==> config.mk <==
export PLATFORM = sky130hd
export DESIGN_NAME = branch_bound_node_pool
export DESIGN_NICKNAME = d
export VERILOG_FILES = /design/src/hdl/bbnp_pkg.sv /design/src/hdl/branch_bound_node_pool.sv
export SDC_FILE = /design/constraint.sdc
export NUM_CORES = 2
export LEC_CHECK = 0
export BUFFER_PORTS_ARGS = -buffer_cell sky130_fd_sc_hd__buf_2
export CAP_MARGIN = 15
export CORE_MARGIN = 3
export CORE_UTILIZATION = 25
export CTS_BUF_LIST = sky130_fd_sc_hd__clkbuf_4 sky130_fd_sc_hd__clkbuf_8
export DETAILED_ROUTE_END_ITERATION = 10
export PLACE_DENSITY = 0.5
export REMOVE_ABC_BUFFERS = 1
export SYNTH_ARGS = -nofsm -noshare
export SYNTH_HDL_FRONTEND = slang
export SYNTH_SLANG_ARGS = --single-unit
==> constraint.sdc <==
create_clock -name clk_i -period 17.9 [get_ports clk_i]
set_input_delay 3.58 -clock clk_i [delete_from_list [all_inputs] [get_ports clk_i]]
set_output_delay 3.58 -clock clk_i [all_outputs]
set_load 0.05 [all_outputs]
==> src/hdl/bbnp_pkg.sv <==
// Shared constants and codes of the branch-and-bound node pool.
package bbnp_pkg;

  // Default sizes
  localparam int unsigned POOL_DEPTH_DEF     = 64;
  localparam int unsigned HANDLE_BITS_DEF    = 16;
  localparam int unsigned OBJECTIVE_BITS_DEF = 32;

  // Configuration port
  localparam int unsigned CFG_IDX_W  = 3;
  localparam int unsigned CFG_DATA_W = 32;

  localparam logic [CFG_IDX_W-1:0] CFG_MAXIMIZE    = 3'd0;
  localparam logic [CFG_IDX_W-1:0] CFG_LEVEL       = 3'd1;
  localparam logic [CFG_IDX_W-1:0] CFG_TOLERANCE   = 3'd2;
  localparam logic [CFG_IDX_W-1:0] CFG_START_BOUND = 3'd3;
  localparam logic [CFG_IDX_W-1:0] CFG_START_KNOWN = 3'd4;
  localparam logic [CFG_IDX_W-1:0] CFG_VAR_COUNT   = 3'd5;
  localparam logic [CFG_IDX_W-1:0] CFG_NODE_LIMIT  = 3'd6;
  localparam logic [CFG_IDX_W-1:0] CFG_ITER_LIMIT  = 3'd7;

  // Reset values of the registers
  localparam logic [1:0] LEVEL_RST      = 2'd1;
  localparam logic [6:0] NODE_LIMIT_RST = 7'd64;

  // Actions
  localparam logic [1:0] ACT_START   = 2'd0;
  localparam logic [1:0] ACT_INSPECT = 2'd1;
  localparam logic [1:0] ACT_SELECT  = 2'd2;
  localparam logic [1:0] ACT_NONE    = 2'd3;

  // Verdicts
  localparam logic [2:0] VRD_CUTOFF   = 3'd0;
  localparam logic [2:0] VRD_QUEUED   = 3'd1;
  localparam logic [2:0] VRD_NEW_INC  = 3'd2;
  localparam logic [2:0] VRD_OVERFLOW = 3'd3;
  localparam logic [2:0] VRD_SELECTED = 3'd4;
  localparam logic [2:0] VRD_STOP     = 3'd5;
  localparam logic [2:0] VRD_STARTED  = 3'd6;

  // Search levels
  localparam logic [1:0] LVL_FIRST      = 2'd0;
  localparam logic [1:0] LVL_EXHAUSTIVE = 2'd2;

  // Search modes
  localparam logic [1:0] MODE_INIT_DFS  = 2'd0;
  localparam logic [1:0] MODE_EXH_DFS   = 2'd1;
  localparam logic [1:0] MODE_EXH_BEST  = 2'd2;
  localparam logic [1:0] MODE_CONS_BEST = 2'd3;

  // Reciprocal of 5 for the depth/20 term (exact for 14-bit values)
  localparam logic [31:0] RECIP5 = 32'd52429;
  localparam int unsigned RECIP5_SHIFT = 18;

endpackage

==> src/hdl/branch_bound_node_pool.sv <==
// Active-node pool of a branch-and-bound search: pool memory, scan sequencer, mode logic.
//
//  channel | direction | handshake               | payload
//  cfg     | in        | cfg_we_i                | cfg_idx_i, cfg_data_i
//  in      | in        | in_valid_i / in_stall_o | action, node fields
//  out     | out       | out_valid_o/out_stall_i | verdict and state fields
//
// Start loads its result directly; inspect also runs a compaction scan when a new
// incumbent prunes the pool. Select goes straight to output when it stops, else runs
// the remainder divider (one bit a cycle, skipped when depth is below 2) and one scan
// of the pool, two scans for best first, over the single read port.
// One item at a time: in_stall_o is high from acceptance until the result is
// loaded into the output register. Reset clears control state and counters;
// the pool memory is not cleared, only entries below the fill count are read.
module branch_bound_node_pool #(
  parameter int unsigned POOL_DEPTH     = bbnp_pkg::POOL_DEPTH_DEF,
  parameter int unsigned HANDLE_BITS    = bbnp_pkg::HANDLE_BITS_DEF,
  parameter int unsigned OBJECTIVE_BITS = bbnp_pkg::OBJECTIVE_BITS_DEF
) (
  input  logic                                clk_i,
  input  logic                                rst_ni,
  input  logic                                cfg_we_i,
  input  logic [bbnp_pkg::CFG_IDX_W-1:0]      cfg_idx_i,
  input  logic [bbnp_pkg::CFG_DATA_W-1:0]     cfg_data_i,
  input  logic                                in_valid_i,
  output logic                                in_stall_o,
  input  logic [1:0]                          action_i,
  input  logic [HANDLE_BITS-1:0]              node_handle_i,
  input  logic [OBJECTIVE_BITS-1:0]           node_objective_i,
  input  logic                                node_infeasible_i,
  input  logic                                node_integral_i,
  input  logic [OBJECTIVE_BITS-1:0]           improved_objective_i,
  output logic                                out_valid_o,
  input  logic                                out_stall_i,
  output logic [2:0]                          verdict_o,
  output logic [HANDLE_BITS-1:0]              chosen_handle_o,
  output logic [1:0]                          search_mode_o,
  output logic [OBJECTIVE_BITS-1:0]           incumbent_value_o,
  output logic [OBJECTIVE_BITS-1:0]           bound_value_o,
  output logic [$clog2(POOL_DEPTH+1)-1:0]     active_count_o,
  output logic                                has_incumbent_o
);

  localparam int unsigned OW    = OBJECTIVE_BITS;
  localparam int unsigned HB    = HANDLE_BITS;
  localparam int unsigned IDX_W = $clog2(POOL_DEPTH);
  localparam int unsigned CNT_W = $clog2(POOL_DEPTH + 1);
  localparam int unsigned CMP_W = (CNT_W > 7) ? CNT_W : 7;
  localparam int unsigned SW    = ((OW > 16) ? OW : 16) + 1;
  localparam int unsigned MW    = ((CMP_W > 16) ? CMP_W : 16) + 2;

  localparam logic [3:0] ST_IDLE  = 4'd0;
  localparam logic [3:0] ST_INSP  = 4'd1;
  localparam logic [3:0] ST_PRUNE = 4'd2;
  localparam logic [3:0] ST_SCHK  = 4'd3;
  localparam logic [3:0] ST_DIV   = 4'd4;
  localparam logic [3:0] ST_MODE  = 4'd5;
  localparam logic [3:0] ST_FIND  = 4'd6;
  localparam logic [3:0] ST_COMP  = 4'd7;
  localparam logic [3:0] ST_OUT   = 4'd8;

  // oriented key: order-preserving unsigned form, flipped for maximize
  function automatic logic [OW-1:0] okey(input logic [OW-1:0] raw, input logic mx);
    logic [OW-1:0] k;
    k = raw ^ {1'b1, {(OW-1){1'b0}}};
    return mx ? ~k : k;
  endfunction

  // k below base + tolerance, carried one bit wider so it cannot wrap
  function automatic logic below(input logic [OW-1:0] k, input logic [OW-1:0] b,
                                 input logic [15:0] tol, input logic strict);
    logic [SW-1:0] lim;
    lim = SW'(b) + SW'(tol);
    return strict ? (SW'(k) < lim) : (SW'(k) <= lim);
  endfunction

  // configuration registers
  logic          max_q;
  logic [1:0]    lvl_q;
  logic [15:0]   tol_q;
  logic [OW-1:0] sbound_q;
  logic          sknown_q;
  logic [15:0]   nvar_q;
  logic [6:0]    nlim_q;
  logic [31:0]   ilim_q;

  // search state
  logic [3:0]       state_q;
  logic [CNT_W-1:0] size_q;
  logic [OW-1:0]    inc_q;
  logic             found_q;
  logic [OW-1:0]    bb_q;
  logic [31:0]      ic_q;

  // captured item
  logic [HB-1:0] hdl_q;
  logic [OW-1:0] obj_q;
  logic          inf_q;
  logic          int_q;
  logic [OW-1:0] imp_q;

  // sequencer working registers
  logic [2:0]       verdict_q;
  logic [1:0]       mode_q;
  logic [HB-1:0]    chosen_q;
  logic [CNT_W-1:0] sp_q;
  logic [CNT_W-1:0] wp_q;
  logic             dv_q;
  logic [IDX_W-1:0] da_q;
  logic             have_q;
  logic [OW-1:0]    bestk_q;
  logic [IDX_W-1:0] sel_q;
  logic [31:0]      num_q;
  logic [15:0]      rem_q;
  logic [4:0]       dcnt_q;

  // output register
  logic             out_vld_q;
  logic [2:0]       o_verdict_q;
  logic [HB-1:0]    o_handle_q;
  logic [1:0]       o_mode_q;
  logic [OW-1:0]    o_inc_q;
  logic [OW-1:0]    o_bb_q;
  logic [CNT_W-1:0] o_size_q;
  logic             o_found_q;

  // pool memory
  logic [HB-1:0]    pool_h [POOL_DEPTH];
  logic [OW-1:0]    pool_o [POOL_DEPTH];
  logic [HB-1:0]    rd_h_q;
  logic [OW-1:0]    rd_o_q;
  logic             mem_we;
  logic [IDX_W-1:0] mem_wa;
  logic [HB-1:0]    mem_wh;
  logic [OW-1:0]    mem_wo;

  // derived values
  logic [CMP_W-1:0] cap;
  logic             full;
  logic [OW-1:0]    inc_key;
  logic [OW-1:0]    obj_key;
  logic [OW-1:0]    rkey;
  logic             obj_pass;
  logic             bb_pass;
  logic             stop;
  logic             issue;
  logic             scan_done;
  logic             keep;
  logic [15:0]      div_t;
  logic [15:0]      div_r;
  logic [18:0]      five_d;
  logic [15:0]      d20;
  logic [MW-1:0]    room;
  logic [MW-1:0]    three_sz;
  logic [MW-1:0]    two_cap;
  logic [1:0]       mode_n;

  // capacity and acceptance tests
  always_comb begin
    cap = (CMP_W'(nlim_q) < CMP_W'(POOL_DEPTH)) ? CMP_W'(nlim_q) : CMP_W'(POOL_DEPTH);
    full = CMP_W'(size_q) >= cap;
    inc_key = okey(inc_q, max_q);
    obj_key = okey(obj_q, max_q);
    rkey = okey(rd_o_q, max_q);
    obj_pass = below(obj_key, inc_key, tol_q, 1'b1) ||
               (below(obj_key, inc_key, tol_q, 1'b0) && !found_q);
    bb_pass = below(okey(bb_q, max_q), inc_key, tol_q, 1'b1) ||
              (below(okey(bb_q, max_q), inc_key, tol_q, 1'b0) && !found_q);
    stop = (size_q == '0) || full || ((lvl_q == bbnp_pkg::LVL_FIRST) && found_q) ||
           !bb_pass || ((ilim_q != '0) && (ic_q >= ilim_q));
  end

  // scan pointer: one read a cycle, data valid in the next cycle
  always_comb begin
    issue = sp_q < size_q;
    scan_done = !issue && !dv_q;
    if (state_q == ST_PRUNE) begin
      keep = below(rkey, inc_key, tol_q, 1'b1);
    end else begin
      keep = da_q != sel_q;
    end
  end

  // restoring remainder step
  always_comb begin
    div_t = {rem_q[14:0], num_q[31]};
    div_r = (div_t >= {1'b0, nvar_q[15:1]}) ? (div_t - {1'b0, nvar_q[15:1]}) : div_t;
  end

  // search mode from the counters
  always_comb begin
    five_d = 19'(nvar_q) * 19'd5;
    d20 = 16'((32'(nvar_q[15:2]) * bbnp_pkg::RECIP5) >> bbnp_pkg::RECIP5_SHIFT);
    room = MW'(size_q) + MW'(nvar_q) + MW'(2);
    three_sz = MW'(size_q) * MW'(3);
    two_cap = MW'(cap) * MW'(2);
    if ((ic_q < 32'(five_d)) && (lvl_q != bbnp_pkg::LVL_EXHAUSTIVE)) begin
      mode_n = bbnp_pkg::MODE_INIT_DFS;
    end else if (room > MW'(cap)) begin
      mode_n = bbnp_pkg::MODE_EXH_DFS;
    end else if ((lvl_q != bbnp_pkg::LVL_EXHAUSTIVE) && (nvar_q >= 16'd2) &&
                 (rem_q > d20)) begin
      mode_n = bbnp_pkg::MODE_EXH_DFS;
    end else if ((lvl_q == bbnp_pkg::LVL_EXHAUSTIVE) || (three_sz > two_cap)) begin
      mode_n = bbnp_pkg::MODE_EXH_BEST;
    end else begin
      mode_n = bbnp_pkg::MODE_CONS_BEST;
    end
  end

  // memory write port
  always_comb begin
    mem_we = 1'b0;
    mem_wa = size_q[IDX_W-1:0];
    mem_wh = hdl_q;
    mem_wo = obj_q;
    case (state_q)
      ST_INSP: begin
        mem_we = !(inf_q || !obj_pass) && !int_q && !full;
      end
      ST_PRUNE, ST_COMP: begin
        mem_we = dv_q && keep;
        mem_wa = wp_q[IDX_W-1:0];
        mem_wh = rd_h_q;
        mem_wo = rd_o_q;
      end
      default: begin
        mem_we = 1'b0;
      end
    endcase
  end

  // pool memory, registered read
  always_ff @(posedge clk_i) begin
    if (mem_we) begin
      pool_h[mem_wa] <= mem_wh;
      pool_o[mem_wa] <= mem_wo;
    end
    rd_h_q <= pool_h[sp_q[IDX_W-1:0]];
    rd_o_q <= pool_o[sp_q[IDX_W-1:0]];
  end

  // configuration registers
  always_ff @(posedge clk_i or negedge rst_ni) begin
    if (!rst_ni) begin
      max_q    <= 1'b0;
      lvl_q    <= bbnp_pkg::LEVEL_RST;
      tol_q    <= '0;
      sbound_q <= '0;
      sknown_q <= 1'b0;
      nvar_q   <= '0;
      nlim_q   <= bbnp_pkg::NODE_LIMIT_RST;
      ilim_q   <= '0;
    end else if (cfg_we_i) begin
      case (cfg_idx_i)
        bbnp_pkg::CFG_MAXIMIZE:    max_q    <= cfg_data_i[0];
        bbnp_pkg::CFG_LEVEL:       lvl_q    <= cfg_data_i[1:0];
        bbnp_pkg::CFG_TOLERANCE:   tol_q    <= cfg_data_i[15:0];
        bbnp_pkg::CFG_START_BOUND: sbound_q <= OW'(signed'(cfg_data_i));
        bbnp_pkg::CFG_START_KNOWN: sknown_q <= cfg_data_i[0];
        bbnp_pkg::CFG_VAR_COUNT:   nvar_q   <= cfg_data_i[15:0];
        bbnp_pkg::CFG_NODE_LIMIT:  nlim_q   <= cfg_data_i[6:0];
        bbnp_pkg::CFG_ITER_LIMIT:  ilim_q   <= cfg_data_i;
        default: ;
      endcase
    end
  end

  // sequencer
  always_ff @(posedge clk_i or negedge rst_ni) begin
    if (!rst_ni) begin
      state_q   <= ST_IDLE;
      size_q    <= '0;
      inc_q     <= '0;
      found_q   <= 1'b0;
      bb_q      <= '0;
      ic_q      <= '0;
      hdl_q     <= '0;
      obj_q     <= '0;
      inf_q     <= 1'b0;
      int_q     <= 1'b0;
      imp_q     <= '0;
      verdict_q <= '0;
      mode_q    <= '0;
      chosen_q  <= '0;
      sp_q      <= '0;
      wp_q      <= '0;
      dv_q      <= 1'b0;
      da_q      <= '0;
      have_q    <= 1'b0;
      bestk_q   <= '0;
      sel_q     <= '0;
      num_q     <= '0;
      rem_q     <= '0;
      dcnt_q    <= '0;
      out_vld_q   <= 1'b0;
      o_verdict_q <= '0;
      o_handle_q  <= '0;
      o_mode_q    <= '0;
      o_inc_q     <= '0;
      o_bb_q      <= '0;
      o_size_q    <= '0;
      o_found_q   <= 1'b0;
    end else begin
      // output beat taken and nothing new to load
      if (out_vld_q && !out_stall_i && (state_q != ST_OUT)) begin
        out_vld_q <= 1'b0;
      end
      case (state_q)
        ST_IDLE: begin
          if (in_valid_i) begin
            hdl_q <= node_handle_i;
            obj_q <= node_objective_i;
            inf_q <= node_infeasible_i;
            int_q <= node_integral_i;
            imp_q <= improved_objective_i;
            case (action_i)
              bbnp_pkg::ACT_START: begin
                size_q    <= '0;
                ic_q      <= '0;
                inc_q     <= sbound_q;
                found_q   <= sknown_q;
                bb_q      <= sbound_q;
                verdict_q <= bbnp_pkg::VRD_STARTED;
                state_q   <= ST_OUT;
              end
              bbnp_pkg::ACT_INSPECT: state_q <= ST_INSP;
              bbnp_pkg::ACT_SELECT:  state_q <= ST_SCHK;
              default:               state_q <= ST_IDLE;
            endcase
          end
        end
        ST_INSP: begin
          if (ic_q != '1) begin
            ic_q <= ic_q + 32'd1;
          end
          if (inf_q || !obj_pass) begin
            verdict_q <= bbnp_pkg::VRD_CUTOFF;
            state_q   <= ST_OUT;
          end else if (int_q) begin
            found_q   <= 1'b1;
            inc_q     <= imp_q;
            verdict_q <= bbnp_pkg::VRD_NEW_INC;
            sp_q      <= '0;
            wp_q      <= '0;
            dv_q      <= 1'b0;
            state_q   <= ST_PRUNE;
          end else if (full) begin
            verdict_q <= bbnp_pkg::VRD_OVERFLOW;
            state_q   <= ST_OUT;
          end else begin
            if ((size_q == '0) || (obj_key < okey(bb_q, max_q))) begin
              bb_q <= obj_q;
            end
            size_q    <= size_q + CNT_W'(1);
            verdict_q <= bbnp_pkg::VRD_QUEUED;
            state_q   <= ST_OUT;
          end
        end
        // compact the pool, keeping entries that can still beat the incumbent
        ST_PRUNE: begin
          if (issue) begin
            sp_q <= sp_q + CNT_W'(1);
          end
          dv_q <= issue;
          da_q <= sp_q[IDX_W-1:0];
          if (dv_q && keep) begin
            wp_q <= wp_q + CNT_W'(1);
          end
          if (scan_done) begin
            size_q  <= wp_q;
            state_q <= ST_OUT;
          end
        end
        ST_SCHK: begin
          num_q  <= ic_q;
          rem_q  <= '0;
          dcnt_q <= '0;
          if (stop) begin
            verdict_q <= bbnp_pkg::VRD_STOP;
            state_q   <= ST_OUT;
          end else if (nvar_q >= 16'd2) begin
            state_q <= ST_DIV;
          end else begin
            state_q <= ST_MODE;
          end
        end
        // inspected count mod (depth/2), one bit a cycle
        ST_DIV: begin
          rem_q  <= div_r;
          num_q  <= {num_q[30:0], 1'b0};
          dcnt_q <= dcnt_q + 5'd1;
          if (dcnt_q == 5'd31) begin
            state_q <= ST_MODE;
          end
        end
        ST_MODE: begin
          mode_q <= mode_n;
          sp_q   <= '0;
          wp_q   <= '0;
          dv_q   <= 1'b0;
          have_q <= 1'b0;
          if ((mode_n == bbnp_pkg::MODE_EXH_BEST) || (mode_n == bbnp_pkg::MODE_CONS_BEST)) begin
            state_q <= ST_FIND;
          end else begin
            sel_q   <= IDX_W'(size_q - CNT_W'(1));
            bb_q    <= inc_q;
            state_q <= ST_COMP;
          end
        end
        // best entry, newest wins a tie
        ST_FIND: begin
          if (issue) begin
            sp_q <= sp_q + CNT_W'(1);
          end
          dv_q <= issue;
          da_q <= sp_q[IDX_W-1:0];
          if (dv_q && (!have_q || (rkey <= bestk_q))) begin
            have_q  <= 1'b1;
            bestk_q <= rkey;
            sel_q   <= da_q;
          end
          if (scan_done) begin
            sp_q    <= '0;
            wp_q    <= '0;
            bb_q    <= inc_q;
            state_q <= ST_COMP;
          end
        end
        // remove the chosen entry and rebuild the best bound
        ST_COMP: begin
          if (issue) begin
            sp_q <= sp_q + CNT_W'(1);
          end
          dv_q <= issue;
          da_q <= sp_q[IDX_W-1:0];
          if (dv_q) begin
            if (!keep) begin
              chosen_q <= rd_h_q;
            end else begin
              wp_q <= wp_q + CNT_W'(1);
              if (rkey < okey(bb_q, max_q)) begin
                bb_q <= rd_o_q;
              end
            end
          end
          if (scan_done) begin
            size_q    <= wp_q;
            verdict_q <= bbnp_pkg::VRD_SELECTED;
            state_q   <= ST_OUT;
          end
        end
        ST_OUT: begin
          if (!out_vld_q || !out_stall_i) begin
            out_vld_q   <= 1'b1;
            o_verdict_q <= verdict_q;
            o_handle_q  <= (verdict_q == bbnp_pkg::VRD_SELECTED) ? chosen_q : '0;
            o_mode_q    <= (verdict_q == bbnp_pkg::VRD_SELECTED) ? mode_q : '0;
            o_inc_q     <= inc_q;
            o_bb_q      <= bb_q;
            o_size_q    <= size_q;
            o_found_q   <= found_q;
            state_q     <= ST_IDLE;
          end
        end
        default: state_q <= ST_IDLE;
      endcase
    end
  end

  assign in_stall_o        = state_q != ST_IDLE;
  assign out_valid_o       = out_vld_q;
  assign verdict_o         = o_verdict_q;
  assign chosen_handle_o   = o_handle_q;
  assign search_mode_o     = o_mode_q;
  assign incumbent_value_o = o_inc_q;
  assign bound_value_o     = o_bb_q;
  assign active_count_o    = o_size_q;
  assign has_incumbent_o   = o_found_q;

endmodule
==> run metrics <==
GRT overflow=0; initial antenna violation count=64; routed wire length=500.9 mm; RSZ-0062 raised after global routing=no; fraction of layout cells with a size suffix above 1=30.34%; metal2 WL=236.2 mm; I/O pin count=219; vias in the first global route=85,170; met3 routed WL=32.26 mm; NetSw=14.12 mW; Distinct cells, synth=97; Cell Area, Synth=0.1546 sq mm; CTS root buf=clkbuf_8; critical path's slowest cell=dfrtp_4; max-slew violation count=0; DR top layer=met5; clock latency on the worst-skew pair=1240 ps; H-tree Lvls=6; element type at the critical path end=flop; Worst Hold Class=flop to flop; Pleak=61.21 nW; most frequent cells in the layout=edfxtp_1, mux4_2, clkbuf_8, dfrtp_1, nand2_1; critical path type=flop to flop; Area Growth Syn to Fin=15.81%; status=finished clean; largest net degree at the start of global routing=178; Yosys top cell area share=59.68%; fin area=0.1790 sq mm; Std-Cell Rows=288; CP max stage delay=700 ps; Reg power frac=36.2%; Synth Flop Type=edfxtp_1; starting density of the core=25.11%; sequential area share after synthesis=68.80%; Total GRT Usage=15.55%; fin crit share=55.27%; Final HPWL DP=322.1 mm; flip-flop and latch count after synthesis=3,645; Worst Path Required=18,700 ps; WP buf/inv=3; maximum vdd drop=0.2957 mV; CP Cell Sequence=buf_4 > buf_4 > xor2_1 > ha_1 > a211o_1 > a21oi_1 > o22ai_1 > a311o_1 > a31oi_1 > nor3b_1 > a21oi_1 > xor2_1 > ha_1 > a2111o_1 > nor3_1 > o21ai_0 > o21ai_1 > o2111ai_1 > nor2_1 > o21ai_2 > nor2_4 > buf_4; synth top area cells=edfxtp_1, mux4_2, dfrtp_1; CTS tree=yes; Final setup viols=0; fillers=60,540; TritonCTS Buffers=610; Vias=83,510; Pwr Density=195.9 mW/mm^2; Post-Synthesis Cells=8,236; syn avg cell area=18.77 sq um; min Tclk post-route=9893 ps; Max clock buf depth=4; Critical Path Source Type=flop; Layout Nets=9,564; Max Cap Viol=0; final hold viol count=0; Worst-path clk slew=60 ps; Setup TNS=0 ps; Crit path max-delay family=compound AO/OA/AOI/OAI gates; # hold bufs at CTS=0; commonest non-fill, non-tap cell in the layout=edfxtp_1; combinational power share=42.4%; CP max FO=42; die area=0.6278 sq mm; die height=792.3 um; most numerous cell on the critical path=buf_4; Slew headroom=18.77%; DR vias/cell=4.764; FFs w/ async S/R, synth=14.40%; Power Internal=20.94 mW; # DRC=0; sw frac=40.27%; EDFF count, synth=3,072; Pre-antenna DRT Iters=8; Ys Warns=0; slew of the pin with the lowest slew margin=1218 ps; Fmax=101.1 MHz; Die W=792.3 um; WL met1=219.1 mm; cell taking the most area after synthesis=edfxtp_1; global-route wire length before repair=695.5 mm; gpl congestion=0.8732; Clk pwr share=21.5%; placed cell area=0.1667 sq mm; core area=0.6155 sq mm; setup bufs post-CTS=0; port bufs=218; Initial DRC Count=9,587; Worst Path Arrival=10,690 ps; overall power of the completed layout=35.06 mW; clk_skew=130.2 ps; clock sinks=3,645; WL/cell=28.58 um; post-route ant nets=0; post-CTS sizing=0
[per-layer routing]
metal	vias to the layer above	global-route usage, %
met3	646	2.522
met1	45130	21.81
met5	-	0
li1	34580	-
met2	3137	25.17
met4	18	3.911
[cell type report]
cell class                 count  area [sq um]  area share (%)
timing repair buffer         428          2778           1.552
clock buffer                 844         10310           5.758
sequential                  3645        106400           59.42
tap                         8120         10160           5.675
clock inverter               250          1956           1.092
multi-input combinational   3952         46390           25.91
antenna                       24         60.06         0.03355
inverter                     265         994.7          0.5556
[registers in the layout, summed over array words and instances (netlist names), 32 cells and up]
name,count
pool_o,2048
pool_h,1024
bb_q,32
bestk_q,32
bound_value_o,32
ic_q,32
ilim_q,32
imp_q,32
inc_q,32
incumbent_value_o,32
num_q,32
obj_q,32
rd_o_q,32
sbound_q,32
[synthesized netlist by cell type, drive strengths merged (56+ instances only)]
| library cell | number |
|---|---|
| xor2 | 174 |
| edfxtp | 3072 |
| a21o | 73 |
| clkbuf | 261 |
| mux4 | 1008 |
| o21ai | 186 |
| mux2 | 344 |
| nor2 | 241 |
| buf | 113 |
| nand2 | 511 |
| inv | 265 |
| fa | 58 |
| a21oi | 170 |
| dfrtp | 523 |
| xnor2 | 62 |
| nand4 | 56 |
| ha | 480 |
[power by group through the flow]
stage	registers, mW	logic, mW	clock network [mW]
2_1_floorplan	13.5	11.4	0
6_report	12.7	14.8	7.52
5_1_grt	12.8	16.0	8.12
3_5_place_dp	12.9	15.0	0
4_1_cts	12.7	15.1	7.73
3_3_place_gp	12.8	14.8	0
[metrics by stage]
stage          util, %  instances  hold WS, ps  setup WS, ps
3_3_place_gp     27.08      16410        467.6          7936
2_1_floorplan        -       7862        442.1        -13020
6_report         29.09      17530        476.4          8007
4_1_cts          29.08      17500        479.8          8058
5_1_grt          29.08      17510        512.4          7486
3_5_place_dp     27.08      16410        466.5          8050
[tightest hold or removal path: cells and delay by family, from the launching register on]
kind / cells / cell delay (ps)
AO/OA/AOI/OAI: 1 / 60
flip-flops: 1 / 340
AND/OR/NAND/NOR: 1 / 40
[final timing paths]
kind / startpoint / to / slack [ps] / cells after the start
worst min-delay path: incumbent_value_o[22]$_DFFE_PN0P_ / incumbent_value_o[22]$_DFFE_PN0P_ / 480 / 2
worst min register to register: incumbent_value_o[22]$_DFFE_PN0P_ / incumbent_value_o[22]$_DFFE_PN0P_ / 480 / 2
min in group asynchronous: rst_ni / obj_q[4]$_DFFE_PN0P_ / 2400 / 1
max in group asynchronous: rst_ni / chosen_handle_o[10]$_DFFE_PN0P_ / 12820 / 4
worst max register to register: max_q$_DFFE_PN0P_ / pool_o[9][29]$_DFFE_PP_ / 8010 / 22
worst max-delay path: max_q$_DFFE_PN0P_ / pool_o[9][29]$_DFFE_PP_ / 8010 / 22
[logic make-up (layout without fill, tap and decap cells)]
family / Yosys count / count (layout) / synth area share (%)
flip-flops: 3645 / 3645 / 68.80
multiplexers: 1395 / 1395 / 17.47
AND/OR/NAND/NOR: 1068 / 1068 / 3.126
AO/OA/AOI/OAI: 715 / 715 / 3.010
buffers and inverters: 639 / 1787 / 1.612
adder cells (fa/ha/maj): 538 / 538 / 4.637
XOR/XNOR: 236 / 236 / 1.342
other: 0 / 24 / 0
Power figures use the tool's default switching activity.
